## config.mk

```make
export PLATFORM = sky130hd
export DESIGN_NAME = display_list_texture_patcher_flat
export DESIGN_NICKNAME = d
export VERILOG_FILES = /design/src/design/dltp_pkg.sv /design/src/design/dltp_list_if.sv /design/src/design/dltp_patch_if.sv /design/src/design/dltp_cfg_regs.sv /design/src/design/dltp_parser.sv /design/src/design/display_list_texture_patcher.sv /design/src/flat_wrapper.sv
export SDC_FILE = /design/constraint.sdc
export NUM_CORES = 1
export LEC_CHECK = 0
export ABC_AREA = 1
export ABC_CLOCK_PERIOD_IN_PS = 6050
export BUFFER_PORTS_ARGS = -buffer_cell sky130_fd_sc_hd__clkbuf_2
export CAP_MARGIN = 40
export CORE_ASPECT_RATIO = 1.2
export CORE_MARGIN = 8
export CORE_UTILIZATION = 50
export DETAILED_ROUTE_END_ITERATION = 6
export HOLD_SLACK_MARGIN = 0.15
export PLACE_DENSITY = 0.81
export SLEW_MARGIN = 20
export SYNTH_ARGS = -nofsm -noshare
export SYNTH_HDL_FRONTEND = slang
export SYNTH_HIERARCHICAL = 1
export SYNTH_SLANG_ARGS = --single-unit
```

## constraint.sdc

```tcl
create_clock -name i_clk -period 6.05 [get_ports i_clk]
set_input_delay 0.3025 -clock i_clk [delete_from_list [all_inputs] [get_ports i_clk]]
set_output_delay 0.3025 -clock i_clk [all_outputs]
set_load 0.02 [all_outputs]
```

## src/design/dltp_pkg.sv

```systemverilog
// Shared types, command codes and texture field encoding for the display list texture patcher.
package dltp_pkg;

    localparam int unsigned BYTE_W     = 8;
    localparam int unsigned COUNT_W    = 4;
    localparam int unsigned MARK_W     = 5;
    localparam int unsigned CFG_ADDR_W = 5;
    localparam int unsigned CFG_DATA_W = 32;

    // Command opcodes.
    localparam logic [7:0] OP_NOP       = 8'h00;
    localparam logic [7:0] OP_CMD6      = 8'h08;
    localparam logic [7:0] OP_CMD9      = 8'h10;
    localparam logic [7:0] OP_REG_WRITE = 8'h61;

    // Bytes still owed after each opcode.
    localparam logic [3:0] LEN_CMD6      = 4'd5;
    localparam logic [3:0] LEN_CMD9      = 4'd8;
    localparam logic [3:0] LEN_REG_WRITE = 4'd4;
    localparam logic [3:0] POS_REG_ID    = 4'd4;
    localparam logic [3:0] POS_PAYLOAD   = 4'd3;

    // Register identifiers within register writes.
    localparam logic [7:0] REG_TEX_SIZE = 8'h88;
    localparam logic [7:0] REG_TEX_ZERO = 8'h84;
    localparam logic [7:0] REG_TEX_ADDR = 8'h94;
    localparam logic [7:0] REG_WRAP_S   = 8'h30;
    localparam logic [7:0] REG_WRAP_T   = 8'h31;
    localparam logic [7:0] REG_STOP     = 8'h80;

    // Patch mark bit positions.
    localparam int unsigned MARK_TEX_SIZE = 0;
    localparam int unsigned MARK_TEX_ADDR = 1;
    localparam int unsigned MARK_WRAP_S   = 2;
    localparam int unsigned MARK_WRAP_T   = 3;
    localparam int unsigned MARK_TEX_ZERO = 4;

    localparam logic [31:0] ADDR_CLEAR_MASK = 32'h3000_0000;

    // Configuration register indexes.
    localparam logic [2:0] CFG_TEX_FORMAT    = 3'd0;
    localparam logic [2:0] CFG_TEX_WIDTH     = 3'd1;
    localparam logic [2:0] CFG_TEX_HEIGHT    = 3'd2;
    localparam logic [2:0] CFG_IMAGE_ADDRESS = 3'd3;
    localparam logic [2:0] CFG_WRAP_S_MODE   = 3'd4;
    localparam logic [2:0] CFG_WRAP_T_MODE   = 3'd5;

    typedef struct packed {
        logic [3:0]  tex_format;
        logic [10:0] tex_width;
        logic [10:0] tex_height;
        logic [31:0] image_address;
        logic [7:0]  wrap_s_mode;
        logic [7:0]  wrap_t_mode;
    } t_cfg;

    typedef struct packed {
        logic [7:0] patched_byte;
        logic       was_rewritten;
        logic       ends_here;
        logic       after_end;
    } t_result;

    typedef struct packed {
        logic       hit;
        logic [7:0] value;
    } t_patch;

    // Mark bit set by a register write to the given register.
    function automatic logic [MARK_W-1:0] mark_of(input logic [7:0] reg_id);
        logic [MARK_W-1:0] m;
        m = '0;
        case (reg_id)
            REG_TEX_SIZE: m[MARK_TEX_SIZE] = 1'b1;
            REG_TEX_ADDR: m[MARK_TEX_ADDR] = 1'b1;
            REG_WRAP_S:   m[MARK_WRAP_S]   = 1'b1;
            REG_WRAP_T:   m[MARK_WRAP_T]   = 1'b1;
            REG_TEX_ZERO: m[MARK_TEX_ZERO] = 1'b1;
            default:      m = '0;
        endcase
        return m;
    endfunction

    // Replacement payload byte idx of a register write, with a flag for a patched register.
    function automatic t_patch payload_byte(input t_cfg cfg, input logic [7:0] reg_id,
                                            input logic [1:0] idx);
        logic [9:0]  w;
        logic [9:0]  h;
        logic [19:0] s;
        logic [31:0] a;
        logic [7:0]  b0;
        logic [7:0]  b1;
        logic [7:0]  b2;
        t_patch      p;
        w  = cfg.tex_width[9:0] - 10'd1;
        h  = cfg.tex_height[9:0] - 10'd1;
        s  = {h, w};
        a  = cfg.image_address & ~ADDR_CLEAR_MASK;
        b0 = '0;
        b1 = '0;
        b2 = '0;
        p.hit = 1'b1;
        case (reg_id)
            REG_TEX_SIZE: begin
                b0 = {cfg.tex_format, s[19:16]};
                b1 = s[15:8];
                b2 = s[7:0];
            end
            REG_TEX_ZERO: begin
                b0 = '0;
            end
            REG_TEX_ADDR: begin
                b0 = a[28:21];
                b1 = a[20:13];
                b2 = a[12:5];
            end
            REG_WRAP_S: begin
                b0 = cfg.wrap_s_mode;
                b1 = {6'd0, w[9:8]};
                b2 = w[7:0];
            end
            REG_WRAP_T: begin
                b0 = cfg.wrap_t_mode;
                b1 = {6'd0, h[9:8]};
                b2 = h[7:0];
            end
            default: begin
                p.hit = 1'b0;
            end
        endcase
        case (idx)
            2'd0:    p.value = b0;
            2'd1:    p.value = b1;
            default: p.value = b2;
        endcase
        return p;
    endfunction

endpackage

```

## src/design/dltp_list_if.sv

```systemverilog
// Stream interface that carries command list bytes into the patcher.
interface dltp_list_if;
    logic       valid;
    logic       ready;
    logic       list_begin;
    logic [7:0] list_byte;

    modport source (output valid, output list_begin, output list_byte, input ready);
    modport sink (input valid, input list_begin, input list_byte, output ready);
endinterface

```

## src/design/dltp_patch_if.sv

```systemverilog
// Stream interface that carries patched bytes and their flags out of the patcher.
interface dltp_patch_if;
    logic       valid;
    logic       ready;
    logic [7:0] patched_byte;
    logic       was_rewritten;
    logic       ends_here;
    logic       after_end;

    modport source (output valid, output patched_byte, output was_rewritten,
                    output ends_here, output after_end, input ready);
    modport sink (input valid, input patched_byte, input was_rewritten,
                  input ends_here, input after_end, output ready);
endinterface

```

## src/design/dltp_cfg_regs.sv

```systemverilog
// APB-style register bank holding the texture configuration.
module dltp_cfg_regs (
    input  logic                                i_clk,
    input  logic                                i_rst_n,
    input  logic                                psel,
    input  logic                                penable,
    input  logic                                pwrite,
    input  logic [dltp_pkg::CFG_ADDR_W-1:0]     paddr,
    input  logic [dltp_pkg::CFG_DATA_W-1:0]     pwdata,
    output logic [dltp_pkg::CFG_DATA_W-1:0]     prdata,
    output logic                                pready,
    output dltp_pkg::t_cfg                      o_cfg
);
    import dltp_pkg::*;

    t_cfg       r_cfg;
    logic       wr_en;
    logic [2:0] reg_idx;

    assign pready  = 1'b1;
    assign wr_en   = psel && penable && pwrite;
    assign reg_idx = paddr[4:2];
    assign o_cfg   = r_cfg;

    always_ff @(posedge i_clk) begin
        if (!i_rst_n) begin
            r_cfg.tex_format    <= '0;
            r_cfg.tex_width     <= 11'd1;
            r_cfg.tex_height    <= 11'd1;
            r_cfg.image_address <= '0;
            r_cfg.wrap_s_mode   <= '0;
            r_cfg.wrap_t_mode   <= '0;
        end else if (wr_en) begin
            case (reg_idx)
                CFG_TEX_FORMAT:    r_cfg.tex_format    <= pwdata[3:0];
                CFG_TEX_WIDTH:     r_cfg.tex_width     <= pwdata[10:0];
                CFG_TEX_HEIGHT:    r_cfg.tex_height    <= pwdata[10:0];
                CFG_IMAGE_ADDRESS: r_cfg.image_address <= pwdata;
                CFG_WRAP_S_MODE:   r_cfg.wrap_s_mode   <= pwdata[7:0];
                CFG_WRAP_T_MODE:   r_cfg.wrap_t_mode   <= pwdata[7:0];
                default: ;
            endcase
        end
    end

    always_comb begin
        case (reg_idx)
            CFG_TEX_FORMAT:    prdata = {28'd0, r_cfg.tex_format};
            CFG_TEX_WIDTH:     prdata = {21'd0, r_cfg.tex_width};
            CFG_TEX_HEIGHT:    prdata = {21'd0, r_cfg.tex_height};
            CFG_IMAGE_ADDRESS: prdata = r_cfg.image_address;
            CFG_WRAP_S_MODE:   prdata = {24'd0, r_cfg.wrap_s_mode};
            CFG_WRAP_T_MODE:   prdata = {24'd0, r_cfg.wrap_t_mode};
            default:           prdata = '0;
        endcase
    end

endmodule

```

## src/design/dltp_parser.sv

```systemverilog
// Command parser state and single-pass byte rewrite for one list byte.
module dltp_parser (
    input  logic                 i_clk,
    input  logic                 i_rst_n,
    input  dltp_pkg::t_cfg       i_cfg,
    input  logic                 i_step,
    input  logic                 i_list_begin,
    input  logic [7:0]           i_list_byte,
    output dltp_pkg::t_result    o_result
);
    import dltp_pkg::*;

    logic [COUNT_W-1:0] r_bytes_left, n_bytes_left;
    logic               r_in_reg_write, n_in_reg_write;
    logic [7:0]         r_register_id, n_register_id;
    logic [MARK_W-1:0]  r_patch_marks, n_patch_marks;
    logic               r_stopped, n_stopped;

    logic [COUNT_W-1:0] cur_left;
    logic               cur_irw;
    logic [7:0]         cur_rid;
    logic [MARK_W-1:0]  cur_marks;
    logic               cur_stopped;
    logic [COUNT_W-1:0] dec_left;
    logic [1:0]         pay_idx;
    t_patch             patch;
    t_result            res;

    // A list start clears the parser before this byte is looked at.
    assign cur_left    = i_list_begin ? '0 : r_bytes_left;
    assign cur_irw     = i_list_begin ? 1'b0 : r_in_reg_write;
    assign cur_rid     = i_list_begin ? '0 : r_register_id;
    assign cur_marks   = i_list_begin ? '0 : r_patch_marks;
    assign cur_stopped = i_list_begin ? 1'b0 : r_stopped;
    assign dec_left    = cur_left - 4'd1;
    assign pay_idx     = 2'(POS_PAYLOAD - cur_left);
    assign patch       = payload_byte(i_cfg, cur_rid, pay_idx);

    always_comb begin
        n_bytes_left      = cur_left;
        n_in_reg_write    = cur_irw;
        n_register_id     = cur_rid;
        n_patch_marks     = cur_marks;
        n_stopped         = cur_stopped;
        res.patched_byte  = i_list_byte;
        res.was_rewritten = 1'b0;
        res.ends_here     = 1'b0;
        res.after_end     = 1'b0;
        if (cur_stopped) begin
            res.after_end = 1'b1;
        end else if (cur_left == '0) begin
            n_in_reg_write = 1'b0;
            case (i_list_byte)
                OP_NOP: ;
                OP_CMD6: n_bytes_left = LEN_CMD6;
                OP_CMD9: n_bytes_left = LEN_CMD9;
                OP_REG_WRITE: begin
                    n_bytes_left   = LEN_REG_WRITE;
                    n_in_reg_write = 1'b1;
                end
                default: begin
                    n_stopped     = 1'b1;
                    res.ends_here = 1'b1;
                end
            endcase
        end else begin
            if (cur_irw && cur_left == POS_REG_ID) begin
                n_register_id = i_list_byte;
                if (i_list_byte == REG_STOP && cur_marks != '0) begin
                    n_stopped     = 1'b1;
                    res.ends_here = 1'b1;
                end else begin
                    n_patch_marks = cur_marks | mark_of(i_list_byte);
                end
            end else if (cur_irw && cur_left <= POS_PAYLOAD && patch.hit) begin
                res.patched_byte  = patch.value;
                res.was_rewritten = 1'b1;
            end
            n_bytes_left = dec_left;
            if (dec_left == '0) begin
                n_in_reg_write = 1'b0;
            end
        end
    end

    assign o_result = res;

    always_ff @(posedge i_clk) begin
        if (!i_rst_n) begin
            r_bytes_left   <= '0;
            r_in_reg_write <= 1'b0;
            r_register_id  <= '0;
            r_patch_marks  <= '0;
            r_stopped      <= 1'b0;
        end else if (i_step) begin
            r_bytes_left   <= n_bytes_left;
            r_in_reg_write <= n_in_reg_write;
            r_register_id  <= n_register_id;
            r_patch_marks  <= n_patch_marks;
            r_stopped      <= n_stopped;
        end
    end

endmodule

```

## src/design/display_list_texture_patcher.sv

```systemverilog
// Top level of the display list texture patcher: input register, parser and result register.
// The block takes one command list byte per cycle and returns one byte per cycle while the
// output is not stalled by o_patch.ready; each byte passes through the input register and then
// the result register, with the parser working on it in between.
// Texture size, format, address and wrap values come from the APB registers, which the user
// must write only while no byte is in flight; the block itself does not enforce this.
module display_list_texture_patcher (
    input  logic                                i_clk,
    input  logic                                i_rst_n,
    input  logic                                psel,
    input  logic                                penable,
    input  logic                                pwrite,
    input  logic [dltp_pkg::CFG_ADDR_W-1:0]     paddr,
    input  logic [dltp_pkg::CFG_DATA_W-1:0]     pwdata,
    output logic [dltp_pkg::CFG_DATA_W-1:0]     prdata,
    output logic                                pready,
    dltp_list_if.sink                           i_list,
    dltp_patch_if.source                        o_patch
);
    import dltp_pkg::*;

    t_cfg       cfg;
    t_result    parse_res;
    logic       r_in_valid;
    logic       r_begin;
    logic [7:0] r_byte;
    logic       r_out_valid;
    t_result    r_out;
    logic       out_adv;
    logic       step;

    dltp_cfg_regs u_cfg_regs (
        .i_clk   (i_clk),
        .i_rst_n (i_rst_n),
        .psel    (psel),
        .penable (penable),
        .pwrite  (pwrite),
        .paddr   (paddr),
        .pwdata  (pwdata),
        .prdata  (prdata),
        .pready  (pready),
        .o_cfg   (cfg)
    );

    assign out_adv      = !r_out_valid || o_patch.ready;
    assign step         = r_in_valid && out_adv;
    assign i_list.ready = !r_in_valid || out_adv;

    dltp_parser u_parser (
        .i_clk        (i_clk),
        .i_rst_n      (i_rst_n),
        .i_cfg        (cfg),
        .i_step       (step),
        .i_list_begin (r_begin),
        .i_list_byte  (r_byte),
        .o_result     (parse_res)
    );

    always_ff @(posedge i_clk) begin
        if (!i_rst_n) begin
            r_in_valid <= 1'b0;
        end else if (i_list.ready) begin
            r_in_valid <= i_list.valid;
        end
    end

    always_ff @(posedge i_clk) begin
        if (i_list.ready && i_list.valid) begin
            r_begin <= i_list.list_begin;
            r_byte  <= i_list.list_byte;
        end
    end

    always_ff @(posedge i_clk) begin
        if (!i_rst_n) begin
            r_out_valid <= 1'b0;
        end else if (out_adv) begin
            r_out_valid <= r_in_valid;
        end
    end

    always_ff @(posedge i_clk) begin
        if (step) begin
            r_out <= parse_res;
        end
    end

    assign o_patch.valid         = r_out_valid;
    assign o_patch.patched_byte  = r_out.patched_byte;
    assign o_patch.was_rewritten = r_out.was_rewritten;
    assign o_patch.ends_here     = r_out.ends_here;
    assign o_patch.after_end     = r_out.after_end;

`ifndef SYNTHESIS
    a_rewrite_not_end: assert property (@(posedge i_clk) disable iff (!i_rst_n)
        r_out_valid |-> !(r_out.was_rewritten && r_out.ends_here))
        else $error("rewritten byte also flagged as end of parsing");

    a_after_end_plain: assert property (@(posedge i_clk) disable iff (!i_rst_n)
        (r_out_valid && r_out.after_end) |-> (!r_out.was_rewritten && !r_out.ends_here))
        else $error("byte after end of parsing was rewritten or flagged as end");

    a_input_held: assert property (@(posedge i_clk) disable iff (!i_rst_n)
        (r_in_valid && !out_adv) |=> (r_in_valid && $stable(r_byte) && $stable(r_begin)))
        else $error("input register lost a byte while the result register was stalled");
`endif

endmodule

```

## src/flat_wrapper.sv

```systemverilog
// flat-port wrapper written by rule: the top's interface ports become plain ports
module display_list_texture_patcher_flat import dltp_pkg::*;
  (i_clk, i_rst_n, psel, penable, pwrite, paddr, pwdata, prdata, pready, i_list_valid, i_list_list_begin, i_list_list_byte, i_list_ready, o_patch_valid, o_patch_patched_byte, o_patch_was_rewritten, o_patch_ends_here, o_patch_after_end, o_patch_ready);
  dltp_list_if i_list_i ();
  dltp_patch_if o_patch_i ();
  input  logic i_clk;
  input  logic i_rst_n;
  input  logic psel;
  input  logic penable;
  input  logic pwrite;
  input  logic [dltp_pkg::CFG_ADDR_W-1:0] paddr;
  input  logic [dltp_pkg::CFG_DATA_W-1:0] pwdata;
  output logic [dltp_pkg::CFG_DATA_W-1:0] prdata;
  output logic pready;
  input wire logic [$bits(i_list_i.valid)-1:0] i_list_valid;
  input wire logic [$bits(i_list_i.list_begin)-1:0] i_list_list_begin;
  input wire logic [$bits(i_list_i.list_byte)-1:0] i_list_list_byte;
  output wire logic [$bits(i_list_i.ready)-1:0] i_list_ready;
  output wire logic [$bits(o_patch_i.valid)-1:0] o_patch_valid;
  output wire logic [$bits(o_patch_i.patched_byte)-1:0] o_patch_patched_byte;
  output wire logic [$bits(o_patch_i.was_rewritten)-1:0] o_patch_was_rewritten;
  output wire logic [$bits(o_patch_i.ends_here)-1:0] o_patch_ends_here;
  output wire logic [$bits(o_patch_i.after_end)-1:0] o_patch_after_end;
  input wire logic [$bits(o_patch_i.ready)-1:0] o_patch_ready;
  assign i_list_i.valid = i_list_valid;
  assign i_list_i.list_begin = i_list_list_begin;
  assign i_list_i.list_byte = i_list_list_byte;
  assign i_list_ready = i_list_i.ready;
  assign o_patch_valid = o_patch_i.valid;
  assign o_patch_patched_byte = o_patch_i.patched_byte;
  assign o_patch_was_rewritten = o_patch_i.was_rewritten;
  assign o_patch_ends_here = o_patch_i.ends_here;
  assign o_patch_after_end = o_patch_i.after_end;
  assign o_patch_i.ready = o_patch_ready;
  display_list_texture_patcher u_core (.i_clk(i_clk), .i_rst_n(i_rst_n), .psel(psel), .penable(penable), .pwrite(pwrite), .paddr(paddr), .pwdata(pwdata), .prdata(prdata), .pready(pready), .i_list(i_list_i), .o_patch(o_patch_i));
endmodule
```

==> flow_summary_export.csv <==
group,metric,value,unit
logic_synthesis,netlist_area,7090,µm²
timing,fin_crit,2.74,ns
worst_setup_path,r2r_cells,12,
worst_setup_path,rrSetupSlack,3.31,ns
finish,diodes,0,
clock_network,cts_root_buf,"clkbuf_16",
logic_synthesis,synth_warnings,6,
logic_synthesis,yosys.area.top_type,"dfxtp_1",
logic_synthesis,synth-edff-count,20,
timing,slew_headroom,43.7,%
timing,finClkSkew,0.0121,ns
pwr,power_frac_clock,49.3,%
worst_setup_path,crit_path_end,"u_core/o_patch.patched_byte[3]$_DFFE_PP_",
pwr,intPower,0.00152,W
clock_network,numClockSinks,115,
clock_network,cts_setup_buffers,0,
worst_setup_path,cp.arrival,2.91,ns
die,initial_core_util,51.3,%
die,core_area,13800,µm²
die,io_pins,99,
place,gp_congestion,0.928,
min_path,holdCritPathClass,"primary input to register",
clock_network,h-tree-depth,4,
die,die_w,125,µm
routing,drt_pass1_iterations,6,
worst_setup_path,worstSetupPathDepth,12,
routing,wirelength,20700,µm
logic_synthesis,yosysSeqAreaShare,35.3,%
place,dp_slack,2.93,ns
clock_network,worstSkewPairLatency,0.43,ns
timing,setup_violations,0,
routing,num_vias,7264,
worst_setup_path,cp-start-kind,"register",
die,rows,47,
pwr,switching_power,0.000487,W
worst_setup_path,reg2reg_to,"u_core/o_patch.patched_byte[3]$_DFFE_PP_",
pwr,power_density,240,nW/µm²
routing,ant_nets,0,
worst_setup_path,cp_slowest_cell,"edfxtp_1",
place,dp_hpwl,14700,µm
worst_setup_path,critPathLaunch,"u_core/r_begin$_DFFE_PP_",
routing,wl_per_cell,14.8,µm
finish,area_growth,17.8,%
timing,rsz0062_at_grt,"no",
logic_synthesis,yosys-top-cells-count,"nand2_1 (289), nor2_1 (246), inv_1 (130)",
routing,routed_via_density,5.21,
routing,drc,0,
clock_network,cts.clk_slew.worst_paths,0.05,ns
logic_synthesis,yosysMostFrequentCell,"nand2_1",
worst_setup_path,r2r_start,"u_core/r_begin$_DFFE_PP_",
die,die_h,146,µm
timing,min_period_over_period,45.3,%
run_status,status,"finished clean",
die,die_area,18300,µm²
routing,drt_iter0_markers,612,
grt,grt_usage,22.2,%
grt,grt_pass1_wl,33200,µm
worst_setup_path,required,6.22,ns
pwr,p_seq_share,41.0,%
grt,grt_overflow,0,
logic_synthesis,synth_cells,1117,
worst_setup_path,crit_type,"register to register",
clock_network,cts_tree,"done",
worst_setup_path,crit_chain,"nor2_1 > buf_4 > inv_1 > ha_1 > nand2_2 > nor2_4 > nor2_4 > nand3_1 > inv_1 > nand2_2 > a21oi_1 > a21oi_1",
finish,drive_gt1_share,14.4,%
logic_synthesis,ys_ff_latch,115,
job,maxCapViolations,0,
worst_setup_path,cpPeakStageDelay,0.56,ns
logic_synthesis,syn_nets,1176,
logic_synthesis,syn_area_per_cell,6.35,µm²
timing,worst_pin_slew,0.841,ns
worst_setup_path,crit_path_end_kind,"register",
timing,tns,0,ns
timing,setup_slack,3.31,ns
timing,drv_slew,0,
timing,fmax,365,MHz
worst_setup_path,crit_buf_inv,3,
logic_synthesis,synth_flop_cell,"dfxtp_1",
grt,antenna_found_initial,0,
grt,grt_max_degree,59,
finish,final_core_util,60.4,%
finish,nets,1272,
pwr,switching_share,24.3,%
worst_setup_path,critical_path.top_delay_family,"simple AND/OR/NAND/NOR gates",
finish,fill_cells,1324,
grt,grt_pass1_vias,6616,
pwr,power_leakage,3.87,nW
timing,hold_viol,0,
clock_network,numCtsBuffers,17,
pwr,ir_drop,0.000298,V
logic_synthesis,async_flop_share,0,%
worst_setup_path,path_max_fanout,11,
logic_synthesis,yosysUniqueCellTypes,44,
logic_synthesis,synth_area_leaders,"dfxtp_1 (27%), nand2_1 (15%), nor2_1 (13%), edfxtp_1 (8.5%), nand3_1 (7.7%)",
place,numPortBuffers,95,
logic_synthesis,synth_top_area_share,26.8,%
pwr,comb_power_share,9.7,%
clock_network,max-clock-path-buffers,2,
worst min path at each step:
stage | startpoint | cells past startpoint | to
4_1_cts | pwdata[26] | 5 | u_core/u_cfg_regs/o_cfg[42]$_SDFFE_PN0P_
3_3_place_gp | u_core/u_parser/r_bytes_left[1]$_SDFFE_PN0P_ | 2 | u_core/u_parser/r_bytes_left[1]$_SDFFE_PN0P_
2_1_floorplan | i_list_list_begin | 0 | u_core/r_begin$_DFFE_PP_
5_1_grt | pwdata[19] | 5 | u_core/u_cfg_regs/o_cfg[35]$_SDFFE_PN0P_
3_5_place_dp | u_core/u_parser/r_bytes_left[1]$_SDFFE_PN0P_ | 2 | u_core/u_parser/r_bytes_left[1]$_SDFFE_PN0P_
6_report | pwdata[30] | 5 | u_core/u_cfg_regs/o_cfg[46]$_SDFFE_PN0P_
layout by cell type (no fill, tap or decap), types with 5 or more instances in the layout:
master	count
o211ai_1	9
xor2_1	5
dlygate4sd3_1	24
dfxtp_1	95
ha_1	6
o21ai_0	32
clkbuf_1	5
clkbuf_16	17
clkbuf_2	95
nand2_1	289
nor2_4	8
edfxtp_1	20
nand4_1	21
a21oi_1	30
inv_1	130
nor2_1	246
nand3_1	109
nor2_2	7
nand2_4	8
clkinv_2	5
nor3_1	7
nand2_2	10
logic make-up (layout without fill, tap and decap cells):
logic type	count (synthesis)	in the layout	synth area share [%]
simple gates	717	717	44.1
buf+inv	184	291	11.5
flops	115	115	35.3
compound gates	85	85	6.88
xor+xnor	9	9	1.11
fa+ha+maj	6	6	1.06
other cells	1	1	0.0529
final cells by class:
| type | count | area [µm²] | share of cell area [%] |
|---|---|---|---|
| well taps | 171 | 214 | 2.56 |
| clock inverters | 7 | 110 | 1.32 |
| inverters | 137 | 518 | 6.20 |
| repair buffers | 124 | 773 | 9.26 |
| flip-flops and latches | 115 | 2500 | 30.0 |
| multi-input cells | 818 | 3780 | 45.2 |
| clock buffers | 23 | 458 | 5.48 |
metal layers:
metal	vias to the layer above	wire length [µm]	share of wire [%]	global-route usage, %
li1	3683	-	-	-
met1	3288	8860	43	26.4
met2	247	9940	48	37.6
met3	46	1210	5.8	4.74
met4	0	666	3.2	10.0
met5	-	0	0	0
power groups by stage:
| stage | clock (W) | combinational (W) | sequential [W] |
|---|---|---|---|
| after floorplan | 0 | 0.000129 | 0.000834 |
| after global placement | 0 | 0.000175 | 0.000837 |
| after detailed placement | 0 | 0.000178 | 0.000837 |
| after CTS | 0.00100 | 0.000192 | 0.000822 |
| after global routing | 0.00103 | 0.000216 | 0.000824 |
| final | 0.000990 | 0.000194 | 0.000822 |
state kept, by name, summed over array words and instances (netlist names):
signal                          cells
u_core/o_patch.after_end            1
u_core/u_parser/r_stopped           1
u_core/u_parser/r_in_reg_write      1
u_core/o_patch.valid                1
u_core/u_parser/r_bytes_left        4
u_core/o_patch.was_rewritten        1
u_core/o_patch.ends_here            1
u_core/r_begin                      1
u_core/r_in_valid                   1
u_core/o_patch.patched_byte         8
u_core/u_parser/r_patch_marks       5
u_core/u_parser/r_register_id       8
u_core/u_cfg_regs/o_cfg            74
u_core/r_byte                       8
worst min-delay path: stages:
cell and delay, ns:
clkbuf_2 0.08, inv_1 0.04, nand2_1 0.05, nand2_1 0.05
nor2_1 0.03
per-stage QoR:
step / total power, W / area (µm²) / cells / hold slack [ns]
floorplan: 0.000963 / 7090 / 1117 / 0.401
global placement: 0.00101 / 7510 / 1339 / 0.458
detailed placement: 0.00102 / 7540 / 1340 / 0.464
CTS: 0.00201 / 8340 / 1394 / 0.153
global route: 0.00207 / 8350 / 1395 / 0.185
finish: 0.00201 / 8350 / 1395 / 0.164
what timing repair did:
item	CTS	global route
hold buffers	24	0
resized for setup	0	0
hold endpoints to repair	25	0
Power figures use the tool's default switching activity.
